==> config.mk <==
export PLATFORM = sky130hd
export DESIGN_NAME = sicxe_format2_register_unit
export DESIGN_NICKNAME = d
export VERILOG_FILES = /design/src/sv/sxf2_pkg.sv /design/src/sv/sxf2_muldiv.sv /design/src/sv/sxf2_datapath.sv /design/src/sv/sxf2_ctrl.sv /design/src/sv/sicxe_format2_register_unit.sv
export SDC_FILE = /design/constraint.sdc
export NUM_CORES = 1
export LEC_CHECK = 0
export ABC_AREA = 1
export BUFFER_PORTS_ARGS = -buffer_cell sky130_fd_sc_hd__clkbuf_2
export CAP_MARGIN = 20
export CORE_ASPECT_RATIO = 1.2
export CORE_UTILIZATION = 30
export CTS_CLUSTER_DIAMETER = 50
export DETAILED_ROUTE_END_ITERATION = 7
export GPL_TIMING_DRIVEN = 0
export PLACE_DENSITY = 0.43
export SLEW_MARGIN = 25
export SYNTH_ARGS = -nofsm -noshare
export SYNTH_HDL_FRONTEND = slang
export SYNTH_SLANG_ARGS = --single-unit
==> constraint.sdc <==
create_clock -name clk -period 7.75 [get_ports clk]
set_clock_uncertainty 0.15 [all_clocks]
set_input_delay 0.3875 -clock clk [delete_from_list [all_inputs] [get_ports clk]]
set_output_delay 0.3875 -clock clk [all_outputs]
set_load 0.03 [all_outputs]
==> src/sv/sxf2_pkg.sv <==
`timescale 1ns / 1ps
`default_nettype none

package sxf2_pkg;

  // Number of architectural registers held: A X L B S T F PC SW
  localparam int SLOTS = 9;

  typedef logic [3:0] slot_t;

  // Format-2 opcodes
  localparam logic [7:0] OP_ADDR   = 8'h90;
  localparam logic [7:0] OP_SUBR   = 8'h94;
  localparam logic [7:0] OP_MULR   = 8'h98;
  localparam logic [7:0] OP_DIVR   = 8'h9C;
  localparam logic [7:0] OP_COMPR  = 8'hA0;
  localparam logic [7:0] OP_SHIFTL = 8'hA4;
  localparam logic [7:0] OP_SHIFTR = 8'hA8;
  localparam logic [7:0] OP_RMO    = 8'hAC;
  localparam logic [7:0] OP_SVC    = 8'hB0;
  localparam logic [7:0] OP_CLEAR  = 8'hB4;
  localparam logic [7:0] OP_TIXR   = 8'hB8;

  // Fault codes
  localparam logic [1:0] FAULT_OK      = 2'd0;
  localparam logic [1:0] FAULT_BAD_REG = 2'd1;
  localparam logic [1:0] FAULT_DIV0    = 2'd2;
  localparam logic [1:0] FAULT_NOT_F2  = 2'd3;

  // Register X, architectural number and storage slot
  localparam logic [3:0] X_NUMBER = 4'd1;
  localparam slot_t      X_SLOT   = 4'd1;

  typedef struct packed {
    logic  ok;
    slot_t slot;
  } slot_ref_t;

  // Controller to datapath
  typedef struct packed {
    logic capture;
    logic start;
    logic commit;
  } cmd_t;

  // Datapath to controller
  typedef struct packed {
    logic long_op;
    logic unit_done;
  } sts_t;

  // Map an architectural register number to its storage slot
  function automatic slot_ref_t slot_of(logic [3:0] num);
    slot_ref_t r;
    r.ok   = 1'b1;
    r.slot = num;
    if (num == 4'd8) begin
      r.slot = 4'd7;
    end else if (num == 4'd9) begin
      r.slot = 4'd8;
    end else if (num > 4'd6) begin
      r.ok   = 1'b0;
      r.slot = 4'd0;
    end
    return r;
  endfunction

endpackage

`default_nettype wire

==> src/sv/sxf2_muldiv.sv <==
`timescale 1ns / 1ps
`default_nettype none

module sxf2_muldiv #(
  parameter int REG_WIDTH = 24
) (
  input  wire logic                 clk,
  input  wire logic                 rst,
  input  wire logic                 start,
  input  wire logic                 use_div,
  input  wire logic [REG_WIDTH-1:0] a,
  input  wire logic [REG_WIDTH-1:0] b,
  output logic [REG_WIDTH-1:0]      result,
  output logic                      done
);

  localparam int CW = $clog2(REG_WIDTH + 1);

  logic                 busy;
  logic [CW-1:0]        cnt;
  logic                 mode;
  logic                 neg;
  logic [REG_WIDTH-1:0] acc;
  logic [REG_WIDTH-1:0] mcand;
  logic [REG_WIDTH-1:0] mplier;

  logic [REG_WIDTH:0]   shifted;
  logic [REG_WIDTH:0]   diff;
  logic [REG_WIDTH-1:0] a_mag;
  logic [REG_WIDTH-1:0] b_mag;

  // Magnitudes of the signed divide operands
  assign a_mag = a[REG_WIDTH-1] ? (REG_WIDTH'(0) - a) : a;
  assign b_mag = b[REG_WIDTH-1] ? (REG_WIDTH'(0) - b) : b;

  // One restoring divide step: shift in the next dividend bit, trial subtract
  assign shifted = {acc, mplier[REG_WIDTH-1]};
  assign diff    = shifted - {1'b0, mcand};

  // Sequence one bit per cycle, hold the result until the next start
  always_ff @(posedge clk) begin
    if (rst) begin
      busy <= 1'b0;
      done <= 1'b0;
      cnt  <= '0;
    end else if (start) begin
      busy <= 1'b1;
      done <= 1'b0;
      cnt  <= CW'(REG_WIDTH);
    end else if (busy) begin
      cnt <= cnt - CW'(1);
      if (cnt == CW'(1)) begin
        busy <= 1'b0;
        done <= 1'b1;
      end
    end
  end

  // Shared shift-add / shift-subtract datapath
  always_ff @(posedge clk) begin
    if (start) begin
      mode <= use_div;
      acc  <= '0;
      if (use_div) begin
        neg    <= a[REG_WIDTH-1] ^ b[REG_WIDTH-1];
        mcand  <= a_mag;
        mplier <= b_mag;
      end else begin
        neg    <= 1'b0;
        mcand  <= b;
        mplier <= a;
      end
    end else if (busy) begin
      if (mode) begin
        if (!diff[REG_WIDTH]) begin
          acc    <= diff[REG_WIDTH-1:0];
          mplier <= {mplier[REG_WIDTH-2:0], 1'b1};
        end else begin
          acc    <= shifted[REG_WIDTH-1:0];
          mplier <= {mplier[REG_WIDTH-2:0], 1'b0};
        end
      end else begin
        if (mplier[0]) begin
          acc <= acc + mcand;
        end
        mcand  <= {mcand[REG_WIDTH-2:0], 1'b0};
        mplier <= {1'b0, mplier[REG_WIDTH-1:1]};
      end
    end
  end

  // Product is the accumulator, quotient the shifted-in bits with sign fixup
  always_comb begin
    if (mode) begin
      result = neg ? (REG_WIDTH'(0) - mplier) : mplier;
    end else begin
      result = acc;
    end
  end

endmodule

`default_nettype wire

==> src/sv/sxf2_datapath.sv <==
`timescale 1ns / 1ps
`default_nettype none

module sxf2_datapath #(
  parameter int REG_WIDTH = 24
) (
  input  wire logic             clk,
  input  wire logic             rst,
  input  wire logic             action,
  input  wire logic [7:0]       opcode_byte,
  input  wire logic [3:0]       first_reg_field,
  input  wire logic [3:0]       second_reg_field,
  input  wire logic [23:0]      load_value,
  input  wire sxf2_pkg::cmd_t   cmd,
  output sxf2_pkg::sts_t        sts,
  output logic [3:0]            dest_register,
  output logic [23:0]           dest_value,
  output logic                  wrote,
  output logic [1:0]            fault
);

  localparam logic [5:0] W6 = 6'(REG_WIDTH);

  // Register file storage and per-entry valid bits
  logic [REG_WIDTH-1:0]       mem [sxf2_pkg::SLOTS];
  logic [sxf2_pkg::SLOTS-1:0] vld;

  // Captured item and operand reads
  logic                 f_action;
  logic [7:0]           f_op;
  logic [3:0]           f_r1;
  logic [3:0]           f_r2;
  logic [REG_WIDTH-1:0] f_lv;
  logic [REG_WIDTH-1:0] rd_a;
  logic [REG_WIDTH-1:0] rd_b;

  sxf2_pkg::slot_ref_t ref1_in;
  sxf2_pkg::slot_ref_t ref2_in;
  sxf2_pkg::slot_t     slot_a;
  sxf2_pkg::slot_ref_t ref1;
  sxf2_pkg::slot_ref_t ref2;
  sxf2_pkg::slot_ref_t ref_dest;

  // Decoded execution
  logic                 dec_wrote;
  logic [1:0]           dec_fault;
  logic [3:0]           dec_dest;
  logic [REG_WIDTH-1:0] dec_val;
  logic                 dec_mul;
  logic                 dec_div;
  logic [REG_WIDTH-1:0] res_val;

  logic [5:0]             sh_n;
  logic [5:0]             rot_s1;
  logic [5:0]             rot_s;
  logic [2*REG_WIDTH-1:0] rot_dbl;
  logic [REG_WIDTH-1:0]   sra_val;

  logic [REG_WIDTH-1:0] unit_result;
  logic                 unit_done;

  // Read addresses; TIXR reads X in the first operand slot
  assign ref1_in = sxf2_pkg::slot_of(first_reg_field);
  assign ref2_in = sxf2_pkg::slot_of(second_reg_field);
  assign slot_a  = (!action && opcode_byte == sxf2_pkg::OP_TIXR) ? sxf2_pkg::X_SLOT
                                                                  : ref1_in.slot;

  // Capture the item and read both operands
  always_ff @(posedge clk) begin
    if (cmd.capture) begin
      f_action <= action;
      f_op     <= opcode_byte;
      f_r1     <= first_reg_field;
      f_r2     <= second_reg_field;
      f_lv     <= REG_WIDTH'(load_value);
      rd_a     <= vld[slot_a] ? mem[slot_a] : '0;
      rd_b     <= vld[ref2_in.slot] ? mem[ref2_in.slot] : '0;
    end
  end

  // Write back the result at commit
  always_ff @(posedge clk) begin
    if (cmd.commit && dec_wrote) begin
      mem[ref_dest.slot] <= res_val;
    end
  end

  always_ff @(posedge clk) begin
    if (rst) begin
      vld <= '0;
    end else if (cmd.commit && dec_wrote) begin
      vld[ref_dest.slot] <= 1'b1;
    end
  end

  // Shift count is r2 plus one; rotate amount reduced modulo the width
  assign sh_n    = {2'b00, f_r2} + 6'd1;
  assign rot_s1  = (sh_n >= W6) ? sh_n - W6 : sh_n;
  assign rot_s   = (rot_s1 >= W6) ? rot_s1 - W6 : rot_s1;
  assign rot_dbl = {rd_a, rd_a} << rot_s;
  assign sra_val = REG_WIDTH'($signed(rd_a) >>> sh_n);

  assign ref1     = sxf2_pkg::slot_of(f_r1);
  assign ref2     = sxf2_pkg::slot_of(f_r2);
  assign ref_dest = sxf2_pkg::slot_of(dec_dest);

  // Decode the captured item
  always_comb begin
    dec_wrote = 1'b0;
    dec_fault = sxf2_pkg::FAULT_OK;
    dec_dest  = 4'd0;
    dec_val   = '0;
    dec_mul   = 1'b0;
    dec_div   = 1'b0;
    if (f_action) begin
      if (!ref1.ok) begin
        dec_fault = sxf2_pkg::FAULT_BAD_REG;
      end else begin
        dec_wrote = 1'b1;
        dec_dest  = f_r1;
        dec_val   = f_lv;
      end
    end else begin
      unique case (f_op) inside
        sxf2_pkg::OP_ADDR, sxf2_pkg::OP_SUBR, sxf2_pkg::OP_MULR,
        sxf2_pkg::OP_DIVR, sxf2_pkg::OP_RMO, sxf2_pkg::OP_COMPR: begin
          if (!ref1.ok || !ref2.ok) begin
            dec_fault = sxf2_pkg::FAULT_BAD_REG;
          end else if (f_op == sxf2_pkg::OP_COMPR) begin
            dec_wrote = 1'b0;
          end else if (f_op == sxf2_pkg::OP_DIVR && rd_a == '0) begin
            dec_fault = sxf2_pkg::FAULT_DIV0;
          end else begin
            dec_wrote = 1'b1;
            dec_dest  = f_r2;
            if (f_op == sxf2_pkg::OP_ADDR) begin
              dec_val = rd_b + rd_a;
            end else if (f_op == sxf2_pkg::OP_SUBR) begin
              dec_val = rd_b - rd_a;
            end else if (f_op == sxf2_pkg::OP_MULR) begin
              dec_mul = 1'b1;
            end else if (f_op == sxf2_pkg::OP_DIVR) begin
              dec_div = 1'b1;
            end else begin
              dec_val = rd_a;
            end
          end
        end
        sxf2_pkg::OP_CLEAR, sxf2_pkg::OP_SHIFTL, sxf2_pkg::OP_SHIFTR,
        sxf2_pkg::OP_TIXR: begin
          if (!ref1.ok) begin
            dec_fault = sxf2_pkg::FAULT_BAD_REG;
          end else begin
            dec_wrote = 1'b1;
            dec_dest  = f_r1;
            if (f_op == sxf2_pkg::OP_SHIFTL) begin
              dec_val = rot_dbl[2*REG_WIDTH-1:REG_WIDTH];
            end else if (f_op == sxf2_pkg::OP_SHIFTR) begin
              dec_val = sra_val;
            end else if (f_op == sxf2_pkg::OP_TIXR) begin
              dec_dest = sxf2_pkg::X_NUMBER;
              dec_val  = rd_a + REG_WIDTH'(1);
            end
          end
        end
        sxf2_pkg::OP_SVC: begin
          dec_wrote = 1'b0;
        end
        default: begin
          dec_fault = sxf2_pkg::FAULT_NOT_F2;
        end
      endcase
    end
  end

  // Multiply and divide go through the shared iterative unit
  sxf2_muldiv #(
    .REG_WIDTH(REG_WIDTH)
  ) u_muldiv (
    .clk     (clk),
    .rst     (rst),
    .start   (cmd.start),
    .use_div (dec_div),
    .a       (rd_a),
    .b       (rd_b),
    .result  (unit_result),
    .done    (unit_done)
  );

  assign res_val       = (dec_mul || dec_div) ? unit_result : dec_val;
  assign sts.long_op   = dec_mul || dec_div;
  assign sts.unit_done = unit_done;

  // Load the result item
  always_ff @(posedge clk) begin
    if (cmd.commit) begin
      dest_register <= dec_dest;
      dest_value    <= 24'(res_val);
      wrote         <= dec_wrote;
      fault         <= dec_fault;
    end
  end

endmodule

`default_nettype wire

==> src/sv/sxf2_ctrl.sv <==
`timescale 1ns / 1ps
`default_nettype none

module sxf2_ctrl (
  input  wire logic           clk,
  input  wire logic           rst,
  input  wire logic           item_valid,
  output logic                item_stall,
  output logic                result_valid,
  input  wire logic           result_stall,
  output sxf2_pkg::cmd_t      cmd,
  input  wire sxf2_pkg::sts_t sts
);

  typedef enum logic [1:0] {
    S_IDLE,
    S_EXEC,
    S_ITER
  } state_t;

  state_t state;
  logic   out_free;

  // Output register can take a result this cycle
  assign out_free   = !result_valid || !result_stall;
  assign item_stall = (state != S_IDLE);

  // Commands to the datapath
  always_comb begin
    cmd.capture = (state == S_IDLE) && item_valid;
    cmd.start   = (state == S_EXEC) && sts.long_op;
    cmd.commit  = out_free &&
                  (((state == S_EXEC) && !sts.long_op) ||
                   ((state == S_ITER) && sts.unit_done));
  end

  // State and result valid
  always_ff @(posedge clk) begin
    if (rst) begin
      state        <= S_IDLE;
      result_valid <= 1'b0;
    end else begin
      if (cmd.commit) begin
        result_valid <= 1'b1;
      end else if (!result_stall) begin
        result_valid <= 1'b0;
      end
      unique case (state)
        S_IDLE: begin
          if (item_valid) begin
            state <= S_EXEC;
          end
        end
        S_EXEC: begin
          if (sts.long_op) begin
            state <= S_ITER;
          end else if (out_free) begin
            state <= S_IDLE;
          end
        end
        S_ITER: begin
          if (sts.unit_done && out_free) begin
            state <= S_IDLE;
          end
        end
        default: begin
          state <= S_IDLE;
        end
      endcase
    end
  end

  // An accepted item is decoded in the next cycle
  a_capture_exec: assert property (@(posedge clk) disable iff (rst)
    cmd.capture |=> (state == S_EXEC))
    else $error("accepted item did not move to execute");

  // A new result appears only after a commit
  a_valid_commit: assert property (@(posedge clk) disable iff (rst)
    $rose(result_valid) |-> $past(cmd.commit))
    else $error("result valid rose without a commit");

  // Starting the unit clears its done flag
  a_start_clears: assert property (@(posedge clk) disable iff (rst)
    cmd.start |=> !sts.unit_done)
    else $error("unit done still set after start");

  // A commit never overwrites a stalled result
  a_no_overwrite: assert property (@(posedge clk) disable iff (rst)
    (result_valid && result_stall) |=> !$past(cmd.commit))
    else $error("commit while result stalled");

endmodule

`default_nettype wire

==> src/sv/sicxe_format2_register_unit.sv <==
// SIC/XE format-2 register unit.
// Input channel: item_valid / item_stall carry one item (action, opcode_byte,
// first_reg_field, second_reg_field, load_value). An item is taken at a clock
// edge with item_valid high and item_stall low. Output channel: result_valid /
// result_stall carry one result item (dest_register, dest_value, wrote, fault)
// for every input item, in order.
// One item is worked on at a time. Loads, faults and the other register
// operations read the register file when the item is taken, then decode,
// compute and write back in the execute state.
// MULR and DIVR run on the shared multiply/divide unit, which retires one
// bit per cycle. The register file read is registered, so an item sees the
// write of the item before it.
// A result that waits under result_stall is held; the next item may still
// be accepted and runs up to its write back, which waits for the output
// register to free up.
// Synchronous reset clears all registers to zero through per-register
// valid bits and empties both channels; items are taken in the next cycle.
`timescale 1ns / 1ps
`default_nettype none

module sicxe_format2_register_unit #(
  parameter int REG_WIDTH = 24
) (
  input  wire logic        clk,
  input  wire logic        rst,
  input  wire logic        item_valid,
  output logic             item_stall,
  input  wire logic        action,
  input  wire logic [7:0]  opcode_byte,
  input  wire logic [3:0]  first_reg_field,
  input  wire logic [3:0]  second_reg_field,
  input  wire logic [23:0] load_value,
  output logic             result_valid,
  input  wire logic        result_stall,
  output logic [3:0]       dest_register,
  output logic [23:0]      dest_value,
  output logic             wrote,
  output logic [1:0]       fault
);

  sxf2_pkg::cmd_t cmd;
  sxf2_pkg::sts_t sts;

  // Sequencing
  sxf2_ctrl u_ctrl (
    .clk          (clk),
    .rst          (rst),
    .item_valid   (item_valid),
    .item_stall   (item_stall),
    .result_valid (result_valid),
    .result_stall (result_stall),
    .cmd          (cmd),
    .sts          (sts)
  );

  // Register file and execution
  sxf2_datapath #(
    .REG_WIDTH(REG_WIDTH)
  ) u_datapath (
    .clk              (clk),
    .rst              (rst),
    .action           (action),
    .opcode_byte      (opcode_byte),
    .first_reg_field  (first_reg_field),
    .second_reg_field (second_reg_field),
    .load_value       (load_value),
    .cmd              (cmd),
    .sts              (sts),
    .dest_register    (dest_register),
    .dest_value       (dest_value),
    .wrote            (wrote),
    .fault            (fault)
  );

endmodule

`default_nettype wire

Yosys cells after proc, flatten, opt, wreduce, memory -nomap -nowiden

Memories as Yosys holds them, arrays and structs flattened. A register that Yosys moved wholly into a read port is not among the register bits.
Index checks and enable logic that the tools add are counted.

Reductions and logical operators: 34
Bitwise operators: 2
$lt $le $gt $ge: 11
Equal/unequal tests: 30
$add $sub $neg: 12
Shift operators: 2
Muxes and demuxes: 108

Operators with widths:

| cell                                                              | number |
|---|---|
| two-way mux 24 bit                                                | 29 |
| == test 8 bit, second input constant                              | 12 |
| two-way mux 4 bit                                                 | 19 |
| subtractor 1 x 24 -> 24 bit, first input constant                 | 3 |
| adder 24 bit                                                      | 2 |
| case mux 24 bit (2 select lines)                                  | 1 |
| << shifter 48 x 6 -> 48 bit                                       | 1 |
| == test 4 bit, second input constant                              | 10 |
| two-way mux 1 bit                                                 | 38 |
| subtractor 25 x 24 -> 25 bit                                      | 1 |
| adder 24 x 1 -> 24 bit, second input constant                     | 1 |
| zero test 24 bit                                                  | 1 |
| >>> shifter 24 x 6 -> 24 bit                                      | 1 |
| subtractor 24 bit                                                 | 1 |
| > comparator 4 x 3 -> 1 bit, second input constant                | 5 |
| two-way mux 5 bit                                                 | 4 |
| two-way mux 2 bit                                                 | 8 |
| < comparator 4 x 5 -> 1 bit, second input constant                | 3 |
| greater-or-equal comparator 6 x 5 -> 1 bit, second input constant | 2 |
| two-way mux 6 bit                                                 | 2 |
| case mux 2 bit (3 select lines)                                   | 2 |
| subtractor 6 x 5 -> 6 bit, second input constant                  | 2 |
| logical AND 1 bit                                                 | 10 |
| bitwise OR 9 bit                                                  | 1 |
| 23 further kinds                                                  | 40 |

Memories kept: 1
Word-level logic and storage cells: 221
Memory bits (writable): 216
Bits of input ports: 45
Register bits after elaboration: 165

Memories:

| name           | depth | width | read ports | clocked after memory_dff | wr ports | RTL line            | RTL |
|---|---|---|---|---|---|---|---|
| u_datapath.mem | 9     | 24    | 2          | 2                        | 1        | sxf2_datapath.sv:25 | `logic [REG_WIDTH-1:0] mem [sxf2_pkg::SLOTS];` |

Logic depth before layout (Yosys ltp)

Gate-level depths: netlist of the first run.

Depth after elaboration: 18
Depth in mapped cells: 21
Depth with buffers taken out: 19

Modules after synthesis

Synthesis of the first run repeated with hierarchy kept, for this count alone.

Cells, all modules: 4,474
Area, all modules: 32,179.6 sq um

Modules (own cells, without submodules):

| module        | area each (sq um) | seq. area each (sq um) | instances | cells each |
|---|---|---|---|---|
| sxf2_datapath | 21,954.8          | 10,269.8               | 1         | 2,698 |
| sxf2_muldiv   | 10,052.1          | 2,122.0                | 1         | 1,748 |
| sxf2_ctrl     | 172.7             | 60.1                   | 1         | 28 |

Worst setup path after synthesis of the first run

OpenSTA, ideal clock, no wires.

Path type: reg2reg
Start point: register u_datapath.rd_a[1] (read register of u_datapath.mem)
End point: memory u_datapath.mem[1][0] (enable)
Clock period less this slack: 3.620 ns
Required time: 7.194 ns
Path slack: 4.130 ns
Arrival time: 3.064 ns
Buffers on the path: 0
Cell stages (with the launch flop): 15
Path through: edfxtp_1 > inv_1 > ha_1 > nand4_4 > nor2_4 > nand3_4 > nor2_8 > nor2_8 > nand2_4 > nand2_1 > nand2_2 > nand2_2 > nor2_4 > inv_2 > nor2_1

Cells in the longest elaborated chain, start to end: 15

Ends and longest elaborated chain:

| element                                                              | RTL line             | RTL |
|---|---|---|
| from (decl)                                                          | sxf2_datapath.sv:34  | `logic [REG_WIDTH-1:0] rd_a;` |
| zero test 24 bit *                                                   | sxf2_datapath.sv:131 | `end else if (f_op == sxf2_pkg::OP_DIVR && rd_a == '0) begin` |
| logical AND 1 bit *                                                  | sxf2_datapath.sv:131 |  |
| branches (longest 13 deep; another with > comparator 4 x 3 -> 1 bit) | -                    |  |
| to (decl)                                                            | sxf2_datapath.sv:25  |  |

Every way passes the cells marked *.

Worst setup path in the final report of the first run

Start point: register u_datapath.f_r2[0]
End point: memory u_datapath.mem[1][0], data pin

Cells in the longest elaborated chain, start to end: 11

Ends and longest elaborated chain:

| element                                                                      | RTL line                                   | RTL |
|---|---|---|
| from (decl)                                                                  | sxf2_datapath.sv:32                        | `logic [3:0] f_r2;` |
| from (signal assigned)                                                       | sxf2_datapath.sv:74                        | `f_r2 <= second_reg_field;` |
| adder 4 x 1 -> 5 bit / > comparator 4 x 3 -> 1 bit (equally long branches)   | sxf2_datapath.sv:97, sxf2_pkg.sv:61        |  |
| subtractor 6 x 5 -> 6 bit, or another cell as far along                      | sxf2_datapath.sv:98                        | `assign rot_s1 = (sh_n >= W6) ? sh_n - W6 : sh_n;` |
| two-way mux 6 bit / two-way mux 1 bit (equally long branches)                | sxf2_datapath.sv:98, sxf2_pkg.sv:59        |  |
| subtractor 6 x 5 -> 6 bit, or another cell as far along                      | sxf2_datapath.sv:99                        | `assign rot_s = (rot_s1 >= W6) ? rot_s1 - W6 : rot_s1;` |
| two-way mux 6 bit / zero test 1 bit (equally long branches)                  | sxf2_datapath.sv:99, sxf2_datapath.sv:127  |  |
| << shifter 48 x 6 -> 48 bit / logical OR 1 bit (equally long branches)       | sxf2_datapath.sv:100, sxf2_datapath.sv:127 |  |
| two-way mux 24 bit / two-way mux 1 bit (equally long branches)               | sxf2_datapath.sv:156, sxf2_datapath.sv:127 |  |
| two-way mux 24 bit / two-way mux 1 bit (equally long branches)               | sxf2_datapath.sv:151, sxf2_datapath.sv:124 |  |
| case mux 24 bit (2 select lines) / two-way mux 1 bit (equally long branches) | sxf2_datapath.sv:124, sxf2_datapath.sv:115 |  |
| two-way mux 24 bit / logical OR 1 bit (equally long branches)                | sxf2_datapath.sv:115, sxf2_datapath.sv:190 |  |
| two-way mux 24 bit *                                                         | sxf2_datapath.sv:190                       | `assign res_val = (dec_mul \|\| dec_div) ? unit_result : dec_val;` |
| via u_datapath.res_val[0]                                                    | sxf2_datapath.sv:51                        | `logic [REG_WIDTH-1:0] res_val;` |

The timed path passes the listed nets; every way through them passes the cells marked *.

==> results of run 1 <==
## power by group
part           switching [mW]  internal (mW)
Sequential              0.139           2.60
Clock                    1.23           1.85
Combinational            1.32          0.493
Total                    2.68           4.95
## cell families after synthesis
family                   synth area share, %
buffers and inverters                   8.02
flip-flops                              39.6
AND/OR/NAND/NOR                         24.2
XOR/XNOR                                1.92
adder cells (fa/ha/maj)                 4.39
multiplexers                           0.477
AO/OA/AOI/OAI                           21.4
## cells in the final DEF (no fill, tap or decap), types with 42 or more instances in the layout
cell type                       count
sky130_fd_sc_hd__nand2_1          869
sky130_fd_sc_hd__o21ai_0          510
sky130_fd_sc_hd__nor2_1           415
sky130_fd_sc_hd__edfxtp_1         386
sky130_fd_sc_hd__inv_1            366
sky130_fd_sc_hd__a21oi_1          299
sky130_fd_sc_hd__nand3_1          279
sky130_fd_sc_hd__clkbuf_1         139
sky130_fd_sc_hd__ha_1             104
sky130_fd_sc_hd__o211ai_1          94
sky130_fd_sc_hd__clkbuf_2          79
sky130_fd_sc_hd__o221ai_1          69
sky130_fd_sc_hd__buf_2             66
sky130_fd_sc_hd__clkbuf_16         61
sky130_fd_sc_hd__xor2_1            52
sky130_fd_sc_hd__nor3_1            50
sky130_fd_sc_hd__dlygate4sd3_1     44
sky130_fd_sc_hd__dfxtp_1           43
sky130_fd_sc_hd__a31oi_1           42
## path summary, 6_finish.rpt
| check | start | end | cells past startpoint |
|---|---|---|---|
| worst max-delay path | u_datapath.f_r2[0]$_DFFE_PP_ | u_datapath.mem[1][0]$_DFFE_PP_ | 16 |
| worst min register to register | u_datapath.vld[7]$_SDFFE_PP0P_ | u_datapath.vld[7]$_SDFFE_PP0P_ | 2 |
| worst max register to register | u_datapath.f_r2[0]$_DFFE_PP_ | u_datapath.mem[1][0]$_DFFE_PP_ | 16 |
| worst min-delay path | item_valid | u_datapath.rd_b[3]$_SDFFCE_PN0P_ | 3 |
## layout make-up
cell class                 count  area, µm²
clock inverter                52        709
inverter                     414       1570
fill                       11100      66900
timing repair buffer         138       1080
multi-input combinational   3127      16600
tap                         1375       1720
sequential                   429      12500
clock buffer                  64       1540
buffer                       222        966
## routing by layer
| metal | up-vias | routed length, µm | part of all wire (%) | GRT usage, % |
|---|---|---|---|---|
| met5 | - | 24 | 0.015 | 0 |
| met4 | 4 | 12500 | 7.8 | 20.2 |
| met3 | 400 | 9460 | 5.9 | 3.74 |
| met2 | 1356 | 75700 | 47 | 49.8 |
| met1 | 15300 | 63200 | 39 | 35.2 |
| li1 | 15000 | - | - | - |
## per-stage QoR
stage | std cells | setup slack [ns] | area [µm²] | total power, mW | hold WS [ns]
final | 5821 | 2.05 | 36600 | 7.63 | 0.138
after global routing | 5821 | 1.89 | 36600 | 7.91 | 0.148
after CTS | 5820 | 2.09 | 36600 | 7.65 | 0.103
after detailed placement | 5660 | 2.11 | 33900 | 4.53 | 0.319
after global placement | 5644 | 1.38 | 33600 | 4.54 | 0.303
after floorplan | 4192 | 4.13 | 31500 | 3.80 | 0.290
## registers in the layout (all words and copies together), names as in the netlist, 2 cells and up
register	count
u_datapath.mem	216
u_datapath.dest_value	24
u_datapath.f_lv	24
u_datapath.rd_a	24
u_datapath.rd_b	24
u_datapath.u_muldiv.acc	24
u_datapath.u_muldiv.mcand	24
u_datapath.u_muldiv.mplier	24
u_datapath.vld	9
u_datapath.f_op	8
u_datapath.u_muldiv.cnt	5
u_datapath.dest_register	4
u_datapath.f_r1	4
u_datapath.f_r2	4
u_ctrl.state	2
u_datapath.fault	2
## worst max-delay path, cell delays in order (launching register included)
cell and delay (ns):
sky130_fd_sc_hd__edfxtp_1 0.53, sky130_fd_sc_hd__inv_1 0.30, sky130_fd_sc_hd__clkbuf_1 0.56, sky130_fd_sc_hd__ha_1 0.38, sky130_fd_sc_hd__clkbuf_1 0.26, sky130_fd_sc_hd__inv_1 0.16, sky130_fd_sc_hd__buf_2 0.20, sky130_fd_sc_hd__clkbuf_1 0.41
sky130_fd_sc_hd__o21ai_0 0.23, sky130_fd_sc_hd__o21ai_0 0.48, sky130_fd_sc_hd__nand2_1 0.15, sky130_fd_sc_hd__nand2_1 0.10, sky130_fd_sc_hd__a31oi_1 0.11, sky130_fd_sc_hd__o21ai_1 0.21, sky130_fd_sc_hd__nand3_1 0.45, sky130_fd_sc_hd__o21ai_1 0.37
sky130_fd_sc_hd__inv_1 0.28
==> metrics.log, run 1 <==
[metrics] clock root buffer master: sky130_fd_sc_hd__clkbuf_16
[metrics] type of the worst setup path: reg -> reg
[metrics] number of hold-slack violations in the final timing report: 0
[metrics] number of pins exceeding their max-slew limit in the final report: 0
[metrics] share of final-layout standard cells stronger than drive strength 1: under 10%
[metrics] total gr overflow: 0
[metrics] transition time at the pin with the least slew margin: 1.10 ns
[metrics] cell row count: 129
[metrics] predominant post-synthesis flop cell: sky130_fd_sc_hd__edfxtp_1
[metrics] ant diodes: 0
[metrics] top area cells in the synthesized netlist: sky130_fd_sc_hd__edfxtp_1, sky130_fd_sc_hd__nand2_1, sky130_fd_sc_hd__o21ai_0
[metrics] maximum VDD drop: 0.185 mV
[metrics] count of different cell masters after synthesis: 69
[metrics] total of flip-flops plus latches after synthesis: approximately 430
[metrics] data required time of the critical path: 7.96 ns
[metrics] maximum capacitance violations: 0
[metrics] maximum level of the CTS H-tree: 2
[metrics] netlist area before placement: ~31000 µm²
[metrics] period utilization: between 70% and 80%
[metrics] initial antenna violation count: 2
[metrics] Sum Neg Setup Slack: 0 ns
[metrics] Worst-Skew Late Latency: just under 0.7 ns
[metrics] kind of capture point of the worst setup path: register
[metrics] most common cell in the netlist: sky130_fd_sc_hd__nand2_1
[metrics] highest attainable clock frequency: 176 MHz
[metrics] number of DRC violations after detailed routing: 0
[metrics] total number of yosys warnings: 0
[metrics] Post-CTS Repair Setup Buffers: 0
[metrics] Hold/Removal Path Class: in -> reg
[metrics] clock transition time at the flip-flop clock pins of the worst setup and hold paths: 0.06 ns
[metrics] mean instance size in the synthesized netlist: approximately 7.5 µm²
[metrics] result of the run: finished, final reports clean
[metrics] number of port buffers: 77
[metrics] die area: around 110000 µm²
[metrics] Post-Synthesis Net Count: 4345
[metrics] Detailed Route WL: 161000 µm
[metrics] Synth Instances: 4192
[metrics] clk buf depth: 3
[metrics] number of primary I/O pins: 78
[metrics] 1st-iter DRT viols: between 3000 and 4000
[metrics] number of nets in the layout: 4546
[metrics] tightest slew margin relative to the limit: about a quarter
[metrics] initial standard-cell utilization of the core: 30.4%
[metrics] reg2reg setup slack: 2.05 ns
[metrics] number of gates given a new drive strength after cts: 0
[metrics] global-route usage over all layers: 29.6%
[metrics] fraction of the core area covered by cells at the end of the flow: approximately 35%
[metrics] Leakage: ~15 nW
[metrics] half-perimeter wire length after placement: 129000 µm
[metrics] most frequent cells after synthesis: sky130_fd_sc_hd__nand2_1, sky130_fd_sc_hd__o21ai_0, sky130_fd_sc_hd__nor2_1
[metrics] number of sinks handled by clock tree synthesis: 429
[metrics] wire length of the first global-routing pass: 226000 µm
[metrics] number of failing setup endpoints in the final timing report: 0
[metrics] leading area contributor after synthesis: sky130_fd_sc_hd__edfxtp_1
[metrics] number of detailed-routing iterations run before antenna repair: 6
[metrics] average vias per placed instance: around 5.5
[metrics] clock period minus final worst setup slack: 5.70 ns
[metrics] Placeable Area: 103000 µm²
[metrics] Area growth syn-to-layout: 16.3%
[metrics] kind of launch point of the worst setup path: register
[metrics] Vert. Die Dim: 357 µm
[metrics] via count of the first global-routing pass: 30900
[metrics] RSZ-0062 raised after global routing: no
[metrics] largest net degree at the start of global routing: 72
[metrics] arrival time of the worst setup path: 5.91 ns
[metrics] area share of the leading cell type in the synthesized netlist: around 37%
[metrics] top fanout value on the critical path: 11
[metrics] number of enable flip-flop cells after synthesis: 386
[metrics] overall die width: 298 µm
[metrics] proportion of synthesized flip-flops having asynchronous set or reset: 0%
[metrics] remaining antenna violation count: 0
[metrics] clock buffer count from CTS: 61
[metrics] Power Dens Cells: 208 nW/µm²
[metrics] Seq/Total Area, Yosys: 39.6%
[metrics] CTS tree: yes
[metrics] hold-fix buffer count after cts: 44
[metrics] routability congestion estimate from global placement: 1.03
[metrics] via count of the routed design: about 32000
[metrics] wire length per cell after detailed routing: 27.6 µm
Power figures use the tool's default switching activity.
==> inputs of run 2 (changes only) <==
Settings changed: ABC_AREA 1 to 0, PLACE_DENSITY 0.43 to 0.45.
Clock period 7.75 ns to 4.8 ns, I/O delays scaled along.
==> run 2 against run 1 <==
Net effect: the flow now finishes with violations (setup timing); core utilization grew 1.9 points; first-iteration DRC count is 14% lower; sequential cell count unchanged; die area down 4.6%; critical path depth is 2 higher; combinational power rose by 20%; sequential power grew 56%; non-clock buffer count rose by 128; setup slack worse by 2.1 ns; via count fell by 11%.
==> metrics.log, run 2 <==
[metrics] result of the run: complete, but fails checks
[metrics] violations in the final reports: setup timing
[metrics] gate family responsible for the most delay along the worst path: simple AND/OR/NAND/NOR gates
[metrics] share of total power consumed by net switching: 32.8% (-2.4 points)
[metrics] maximum level of the CTS H-tree: 2 (unchanged)
[metrics] CTS tree: yes
[metrics] number of buffer and inverter instances along the worst setup path: 8 (+1)
[metrics] clock buffer count from CTS: 59 (-3.3%)
[metrics] Non-Filler Instances: 4894 (-16%)
[metrics] cell row count: 126 (-2.3%)
[metrics] overall die width: 291 µm (-2.3%)
[metrics] average vias per placed instance: 5.83 (+5.9%)
[metrics] data required time of the critical path: 5.06 ns (-2.90 ns)
[metrics] Leakage: 13.0 nW (-13%)
[metrics] final critical-path setup slack: -0.0580 ns (-2.11 ns)
[metrics] period utilization: 101% (+28 points)
[metrics] remaining antenna violation count: 0 (unchanged)
[metrics] via count of the routed design: 28500 (-11%)
[metrics] Placed Area: 32500 µm² (-4.0%)
[metrics] Post-Place Cells: 4644 (-18%)
[metrics] total gr overflow: 0 (unchanged)
[metrics] post-route total power: 10.8 mW (+42%)
[metrics] Critical-path top delay cell: sky130_fd_sc_hd__edfxtp_1
[metrics] count of different cell masters after synthesis: 82 (+19%)
[metrics] largest net degree at the start of global routing: 27 (-63%)
[metrics] number of nets in the layout: 3714 (-18%)
[metrics] total net switching power: 3.55 mW (+32%)
[metrics] Worst-Skew Late Latency: 0.68 ns (about the same)
[metrics] mean instance size in the synthesized netlist: 9.20 µm² (+23%)
[metrics] predominant post-synthesis flop cell: sky130_fd_sc_hd__edfxtp_1
[metrics] Crit Reg-Reg Endpoint: u_datapath.mem[7][17]$_DFFE_PP_
[metrics] kind of capture point of the worst setup path: register
[metrics] R2R Path Start: u_datapath.rd_a[0]$_SDFFCE_PN0P_
[metrics] max FFs per register: 216 (unchanged)
[metrics] half-perimeter wire length after placement: 111000 µm (-14%)
[metrics] register with the highest flop count: u_datapath.mem
[metrics] wire length per cell after detailed routing: 30.0 µm (+8.5%)
[metrics] maximum VDD drop: 0.262 mV (+41%)
[metrics] total of flip-flops plus latches after synthesis: 429 (unchanged)
[metrics] maximum capacitance violations: 0 (unchanged)
[metrics] Synth Instances: 3262 (-22%)
[metrics] total number of yosys warnings: 0 (unchanged)
[metrics] clock root buffer master: sky130_fd_sc_hd__clkbuf_16
[metrics] commonest non-fill, non-tap cell in the layout: sky130_fd_sc_hd__edfxtp_1
[metrics] number of DRC violations after detailed routing: 0 (unchanged)
[metrics] routability congestion estimate from global placement: 1.06 (+2.8%)
[metrics] clock transition time at the flip-flop clock pins of the worst setup and hold paths: 0.06 ns (about the same)
[metrics] number of detailed-routing iterations run before antenna repair: 5 (-1)
[metrics] clk buf depth: 3 (unchanged)
[metrics] 1st-iter DRT viols: 2764 (-14%)
[metrics] netlist area before placement: 30000 µm² (-4.6%)
[metrics] pre-CTS worst setup slack: -2.83 ns (-4.94 ns)
[metrics] top fanout value on the critical path: 5 (-6)
[metrics] crit path capture: u_datapath.mem[7][17]$_DFFE_PP_
[metrics] final instance area: 36800 µm² (+0.41%)
[metrics] leading area contributor after synthesis: sky130_fd_sc_hd__edfxtp_1
[metrics] highest attainable clock frequency: 206 MHz (+17%)
[metrics] via count of the first global-routing pass: 28200 (-8.6%)
[metrics] number of failing setup endpoints in the final timing report: 59 (+59)
[metrics] number of primary I/O pins: 78 (unchanged)
[metrics] number of hold-slack violations in the final timing report: 0 (unchanged)
[metrics] proportion of synthesized flip-flops having asynchronous set or reset: 0% (unchanged)
[metrics] clock period minus final worst setup slack: 4.86 ns (-0.837 ns)
[metrics] most frequent cells after synthesis: sky130_fd_sc_hd__edfxtp_1, sky130_fd_sc_hd__a21oi_1, sky130_fd_sc_hd__nand2_1
[metrics] transition time at the pin with the least slew margin: 1.17 ns (+0.0669 ns)
[metrics] share of final-layout standard cells stronger than drive strength 1: 14.4% (+4.9 points)
[metrics] R2R depth: 18 (+2)
[metrics] Area growth syn-to-layout: 22.4%
[metrics] wire length of the first global-routing pass: 205000 µm (-9.1%)
[metrics] number of sinks handled by clock tree synthesis: 429 (unchanged)
[metrics] Placeable Area: 98700 µm² (-4.6%)
[metrics] number of pins exceeding their max-slew limit in the final report: 0 (unchanged)
[metrics] area share of the leading cell type in the synthesized netlist: 38.6% (+1.8 points)
[metrics] number of port buffers: 77 (unchanged)
[metrics] Post-Synthesis Net Count: 3415 (-21%)
[metrics] Power Dens Cells: 295 nW/µm² (+41%)
[metrics] kind of launch point of the worst setup path: register
[metrics] most common cell in the netlist: sky130_fd_sc_hd__edfxtp_1
[metrics] number of enable flip-flop cells after synthesis: 386 (unchanged)
[metrics] Vert. Die Dim: 349 µm (-2.3%)
[metrics] die area: 101000 µm² (-4.6%)
[metrics] combinational power share: 20.1% (-3.6 points)
[metrics] cell-by-cell listing of the critical path: clkbuf_16, clkinvlp_4, ha_4, or4b_4, or4_4, nand2b_4, nor4_4, buf_4, buf_6, nor3_4, a222oi_1, buf_4, and4_4, nand2b_4, nor2_4, buf_12, buf_12, clkbuf_16
[metrics] global-route usage over all layers: 28.1% (-1.5 points)
[metrics] Sum Neg Setup Slack: -1.04 ns (-1.04 ns)
[metrics] final hold slack: 0.142 ns (+0.00398 ns)
[metrics] reg2reg setup slack: -0.06 ns (-2.11 ns)
[metrics] initial antenna violation count: 5 (+3)
[metrics] initial standard-cell utilization of the core: 30.4% (about the same)
[metrics] type of the worst setup path: reg -> reg
[metrics] delay of the slowest critical-path stage: 0.62 ns (+0.06 ns)
[metrics] commonest cells after routing, fill and taps aside: sky130_fd_sc_hd__edfxtp_1, sky130_fd_sc_hd__nand2_1, sky130_fd_sc_hd__a21oi_1, sky130_fd_sc_hd__nor2_1, sky130_fd_sc_hd__o21ai_0
[metrics] Hold/Removal Path Class: in -> reg
[metrics] top area cells in the synthesized netlist: sky130_fd_sc_hd__edfxtp_1, sky130_fd_sc_hd__a21oi_1, sky130_fd_sc_hd__mux2i_1
[metrics] fraction of power consumed by the clock network: 40.4% (about the same)
[metrics] relative contribution of sequential cells to total power: 39.5% (+3.6 points)
[metrics] arrival time of the worst setup path: 5.11 ns (-0.80 ns)
[metrics] Seq/Total Area, Yosys: 41.5% (+1.9 points)
[metrics] internal power: 7.27 mW (+47%)
[metrics] critical path depth in cells: 18 (+2)
[metrics] fraction of the core area covered by cells at the end of the flow: 37.2% (+1.9 points)
[metrics] tightest slew margin relative to the limit: 22.0% (-4.1 points)
[metrics] critical path startpoint: u_datapath.rd_a[0]$_SDFFCE_PN0P_
[metrics] RSZ-0062 raised after global routing: yes
[metrics] Detailed Route WL: 147000 µm (-8.8%)
==> run 2: cell count changes after synthesis, sizes merged, moves of 79 or more <==
cell / delta
o21ai: -321
clkbuf: +80
a211oi: +79
nand2: -585
nor2: -167
mux2i: +126
nand3: -196
inv: -300
==> run 2: layer usage <==
layer	track usage [%]	vias up	routed length (µm)
met5	0	-	27
met2	49.2	1208	71400
li1	-	13000	-
met4	20.0	4	12800
met3	4.21	436	8470
met1	31.1	13900	53900
==> run 2: power groups by stage <==
stage | Sequential, mW | Combinational, mW | Clock, mW
4_1_cts | 4.27 | 2.08 | 4.44
3_3_place_gp | 4.37 | 1.92 | 0
3_5_place_dp | 4.36 | 1.94 | 0
2_1_floorplan | 4.32 | 1.20 | 0
5_1_grt | 4.28 | 2.29 | 4.58
6_report | 4.28 | 2.18 | 4.37
==> run 2: what timing repair did <==
action,in CTS,in global routing
pin swaps,24,23
endpoints found under the setup margin,633,532
resized for setup,166,53
hold buffers,44,0
buffers inserted,57,28
cloned,4,9
hold endpoints to repair,51,0
==> run 2: kinds of logic after synthesis <==
family	count (synthesis)	share of synthesized area [%]
xor+xnor	151	4.40
buf+inv	365	4.58
compound gates	1112	23.8
mux	180	7.18
fa+ha+maj	108	4.60
simple gates	917	14.0
flops	429	41.5
==> run 2: worst min-delay path by stage <==
stage / startpoint / endpoint / slack, ns / cells after the start
after floorplan: action / u_datapath.f_action$_DFFE_PP_ / 0.19 / 0
after global placement: load_value[10] / u_datapath.f_lv[10]$_DFFE_PP_ / 0.27 / 1
after detailed placement: load_value[4] / u_datapath.f_lv[4]$_DFFE_PP_ / 0.27 / 1
after CTS: load_value[16] / u_datapath.f_lv[16]$_DFFE_PP_ / 0.11 / 2
after global routing: load_value[16] / u_datapath.f_lv[16]$_DFFE_PP_ / 0.12 / 2
final: load_value[16] / u_datapath.f_lv[16]$_DFFE_PP_ / 0.14 / 2
==> run 2: final cells by class <==
type,instances,area [µm²]
clock inverters,48,444
flip-flops and latches,429,12500
multi-input cells,2472,17000
clock buffers,64,1500
inverters,111,432
plain buffers,249,1150
fillers,10200,61900
diodes,2,5.00
repair buffers,239,2200
well taps,1280,1600
